[src/hw/rtl/gol_pkg.sv]
// shared types, constants and overlap helper for the grid objectness loss block
package gol_pkg;

  localparam logic [1:0] OP_CLEAR  = 2'd0;
  localparam logic [1:0] OP_APPEND = 2'd1;
  localparam logic [1:0] OP_CELL   = 2'd2;

  localparam logic REG_GRID_SIDE = 1'b0;
  localparam logic REG_SCALE     = 1'b1;

  localparam int POS_W   = 6;
  localparam int SIDE_W  = 7;
  localparam int OVL_W   = 27;
  localparam int INTER_W = 36;
  localparam int UNI_W   = 47;
  localparam int REM_W   = 48;
  localparam int QUO_W   = 17;
  localparam int LOSS_W  = 48;

  localparam logic [LOSS_W-1:0] LOSS_MAX = {LOSS_W{1'b1}};
  localparam logic [UNI_W-1:0] CELL_AREA = UNI_W'(64'h4_0000_0000);

  typedef struct packed {
    logic [15:0] h;
    logic [15:0] w;
    logic [15:0] y;
    logic [15:0] x;
  } truth_t;

  // overlap of cell span [c*2^17, (c+1)*2^17) with truth span (2x -/+ w)*s
  function automatic logic signed [OVL_W-1:0] span_ovl(
    input logic [POS_W-1:0] c,
    input logic [15:0] x,
    input logic [15:0] w,
    input logic [SIDE_W-1:0] s
  );
    logic signed [OVL_W-1:0] cl;
    logic signed [OVL_W-1:0] cr;
    logic signed [OVL_W-1:0] ctr;
    logic signed [OVL_W-1:0] tl;
    logic signed [OVL_W-1:0] tr;
    logic signed [OVL_W-1:0] sv;
    logic signed [OVL_W-1:0] l;
    logic signed [OVL_W-1:0] r;
    cl  = $signed({{(OVL_W-POS_W-17){1'b0}}, c, 17'b0});
    cr  = cl + $signed(OVL_W'(131072));
    ctr = $signed({{(OVL_W-17){1'b0}}, x, 1'b0});
    sv  = $signed({{(OVL_W-SIDE_W){1'b0}}, s});
    tl  = OVL_W'((ctr - $signed({{(OVL_W-16){1'b0}}, w})) * sv);
    tr  = OVL_W'((ctr + $signed({{(OVL_W-16){1'b0}}, w})) * sv);
    l   = (cl > tl) ? cl : tl;
    r   = (cr < tr) ? cr : tr;
    return r - l;
  endfunction

endpackage

[src/hw/rtl/gol_div.sv]
// iterative restoring divider, one quotient bit per cycle, for the iou ratio
module gol_div
  import gol_pkg::*;
(
  input  logic               clk,
  input  logic               rst_n,
  input  logic               start,
  input  logic [INTER_W-1:0] num,
  input  logic [UNI_W-1:0]   den,
  output logic               done,
  output logic [QUO_W-1:0]   quo
);

  logic             busy_r;
  logic             done_r;
  logic [4:0]       cnt_r;
  logic [REM_W-1:0] rem_r;
  logic [UNI_W-1:0] den_r;
  logic [QUO_W-1:0] quo_r;
  logic             ge;
  logic [REM_W-1:0] rsub;

  assign ge   = rem_r >= {1'b0, den_r};
  assign rsub = ge ? rem_r - {1'b0, den_r} : rem_r;

  always_ff @(posedge clk) begin
    if (!rst_n) begin
      busy_r <= 1'b0;
      done_r <= 1'b0;
    end else begin
      done_r <= 1'b0;
      if (start) begin
        busy_r <= 1'b1;
      end else if (busy_r && cnt_r == 5'd0) begin
        busy_r <= 1'b0;
        done_r <= 1'b1;
      end
    end
  end

  always_ff @(posedge clk) begin
    if (start) begin
      rem_r <= REM_W'(num);
      den_r <= den;
      quo_r <= '0;
      cnt_r <= 5'(QUO_W - 1);
    end else if (busy_r) begin
      rem_r <= {rsub[REM_W-2:0], 1'b0};
      quo_r <= {quo_r[QUO_W-2:0], ge};
      cnt_r <= cnt_r - 5'd1;
    end
  end

  assign done = done_r;
  assign quo  = quo_r;

endmodule

[config.mk]
export PLATFORM = sky130hd
export DESIGN_NAME = gol_div
export DESIGN_NICKNAME = d
export VERILOG_FILES = /design/src/hw/rtl/gol_pkg.sv /design/src/hw/rtl/gol_div.sv
export SDC_FILE = /design/constraint.sdc
export NUM_CORES = 1
export LEC_CHECK = 0
export BUFFER_PORTS_ARGS = -buffer_cell sky130_fd_sc_hd__buf_2
export CAP_MARGIN = 10
export CORE_MARGIN = 2
export CORE_UTILIZATION = 60
export CTS_BUF_LIST = sky130_fd_sc_hd__clkbuf_8
export DETAILED_ROUTE_END_ITERATION = 8
export PLACE_DENSITY = 0.93
export SYNTH_ARGS = -nofsm -noshare
export SYNTH_HDL_FRONTEND = slang
export SYNTH_SLANG_ARGS = --single-unit
export TNS_END_PERCENT = 50
[constraint.sdc]
create_clock -name clk -period 4.69 [get_ports clk]
set_clock_uncertainty 0.15 [all_clocks]
set_input_delay 0.469 -clock clk [delete_from_list [all_inputs] [get_ports clk]]
set_output_delay 0.469 -clock clk [all_outputs]
set_load 0.03 [all_outputs]
==> impl_results.md <==
- Clk root buf: clkbuf_8
- Routed wire length: 18100 µm
- DRT antenna net count: 0
- Crit Path Max Fanout: 49
- Required time of the critical path: 4.73 ns
- Fin crit period: 3.71 ns
- Starting DRT DRC Count: 575
- Area of the multi-input gates: 0.00412 mm²
- Share of cells above drive strength 1: 0.183
- Startpoint types: flop
- Status: finished, final reports clean
- Total Routing Usage GR: 0.266
- Most common cell after layout, fill and taps aside: buf_2
- Multiplexer share of the synthesized area: 0.0503
- Final Core Density: 0.702
- Slew at the pin closest to its max-slew limit: 0.921 ns
- Final setup viols: 0
- Most frequent cells in the layout: buf_2, nor2_1, edfxtp_1
- Clk pin slew, worst setup/hold paths: approximately 0.080 ns
- EDFF count, synth: 83
- Yosys warnings: 0
- Largest net degree at the start of global routing: 68
- Syn-to-layout area delta: 14.2%
- R2R Setup Slk: 0.98 ns
- Dpl hpwl: 13000 µm
- XOR/XNOR share of the synthesized area: 0.0360
- CTS tree: built
- Post-synthesis sequential area ratio: 0.413
- Crit end category: flop
- Period Utilization, post-route: 0.791
- Total core area: 0.0127 mm²
- Pwr Density: 360 mW/mm²
- Die ar.: 0.0139 mm²
- Pre-antenna DRT Iters: 5
- TritonCTS Buffers: 17
- Asr flop ratio synth: 0
- Simple-Gate Fraction of Synth Area: 0.152
- First-pass GRT wire length: 30000 µm
- Synth Instances: between 800 and 900
- Row cnt: 41
- Diodes inserted: 0
- Fin. Hold Viols: 0
- Cell Count, Final, Fillers Out: 1126
- Yosys top cell area share: 0.320
- Routed wire length per instance: 16.1 µm
- Number of global-route vias before repair: 6560
- Area occupied by registers: 0.00321 mm²
- Seq cells post-synth: 119
- Post-cts resize count: 0
- Clock sink count: 119
- CP startpoint: rem_r[0]$_SDFFCE_PN0P_
- Worst hold-check path type: input pin to flop
- Arr. time, crit path: about 3.8 ns
- Max Slew Vio Count: 0
- Fillers: 1001
- Largest family of logic cells by synthesized area: compound AO/OA/AOI/OAI gates
- Post-CTS setup buffers: 0
- Via-to-Cell Ratio: approximately 6.1
- Setup repair after global routing missed its margin: false
- Setup tns final: 0 ns
- Aggregate global routing overflow: 0
- Main area contributors after synthesis: edfxtp_1, dfxtp_1, ha_1
- Placed Instances: 1085
- Worst Setup Slack, final: 0.982 ns
- Post-Syn Nets: between 900 and 1k
- Routability cong.: 0.914
- Yosys top cell by area: edfxtp_1
- Initial antenna violation count: 0
- Clk buf depth: 2
- Peak supply drop: slightly above 0.0003 V
- Post-Syn Area: 0.00779 mm²
- Distinct cells, synth: 72
- DP Worst Slack: 1.06 ns
- Max Cap Viol: 0
- Crit Reg-Reg Startpoint: rem_r[0]$_SDFFCE_PN0P_
- Achievable Freq: 270 MHz
- Initial core utilization: 0.615
- Post-synth top flop: edfxtp_1
- Slew HR: 0.386
- Port bufs: 103
- # DRC: 0
- IO Count: about 100
- Nets: roughly 1.1k
- LEAKAGE: 3.87 nW
- CP Class: flop to flop
- Clock Latency Late Sink: 0.47 ns
- Post-Synth Adder-Cell Area: 0.0797
- Avg Cell Area, Syn: 9.23 µm²
- # hold bufs at CTS: 6
- Vias: 6815
- Compound-gate portion of the synthesized area: 0.210
- Chip Height: 118 µm
- H-tree depth: 4
- Hold Startpoint: den[18]
- Chip Width: 118 µm
-- critical path, cell delays in order, from the launching register on --
cell and delay, ns:
edfxtp_1 0.40, inv_1 0.08, ha_1 0.19, fa_1 0.19
and2b_1 0.20, o2111ai_1 0.22, a21boi_1 0.17, o21ai_0 0.33
nand3_1 0.21, a311oi_4 0.52, buf_12 0.30, nor2_1 0.09
a211oi_1 0.27, a21oi_1 0.08
-- logic make-up after synthesis --
group	count (synthesis)
AOI/OAI and AO/OA	246
and+or+nand+nor	245
DFF	119
buffers and inverters	116
adders and majority gates	49
muxes	37
xor gates and xnor gates	32
-- state kept, by name, indices dropped and copies added (netlist names) --
register,count
cnt_r,5
busy_r,1
rem_r,48
den_r,47
done,1
quo,17
-- cells in the mapped netlist (4+ instances only) --
master and count:
a211o_1 4, a211oi_1 20, a21boi_0 4, a21o_1 23, a21oi_1 80, a31oi_1 4
a32oi_1 5, and2_1 7, and3_1 6, and4_1 4, buf_1 6, buf_2 14
clkbuf_1 18, dfxtp_1 36, edfxtp_1 83, ha_1 48, inv_1 76, mux2_2 17
mux2i_1 20, nand2_1 60, nand2b_1 8, nand3_1 23, nand4_1 8, nor2_1 83
nor2b_1 7, nor3_1 13, o211ai_1 8, o21a_1 5, o21ai_0 43, o21bai_1 8
o31ai_1 6, o41ai_1 4, or2_2 4, or3_1 4, xnor2_1 22, xor2_1 10
-- layout make-up --
class,count,share of cell area
Sequential cell,119,0.361
Clock buffer,17,0.0263
Inverter,76,0.0321
Timing Repair Buffer,118,0.0763
Multi-Input combinational cell,609,0.464
Tap cell,172,0.0242
Clock inverter,15,0.0160
-- power breakdown --
group	leakage, nW	switching (W)	internal, W
combinational	2.57	0.000604	0.000413
sequential	1.11	0.0000490	0.00123
clock	0.195	0.000473	0.000429
total	3.87	0.00113	0.00207
-- final timing paths --
kind / endpoint / cells after the start
max reg2reg: rem_r[15]$_DFFE_PP_ / 13
min reg2reg: quo[0]$_SDFFE_PP0P_ / 2
max: rem_r[15]$_DFFE_PP_ / 13
min: den_r[18]$_DFFE_PP_ / 1
-- metrics by stage --
step	power [W]	hold slack, ns	instance area, µm²
global route	0.00337	0.00233	8890
global placement	0.00224	0.319	8430
CTS	0.00319	0.000364	8860
floorplan	0.00204	0.309	7790
finish	0.00320	0.0272	8890
detailed placement	0.00228	0.316	8430
-- routing by layer --
layer	GRT usage	wire (µm)	vias to the layer above
met5	0	0	-
met1	0.337	7750	3179
met3	0.0664	1370	48
met2	0.434	8560	313
met4	0.109	446	0
li1	-	-	3275
(Power assumes the default switching activity.)
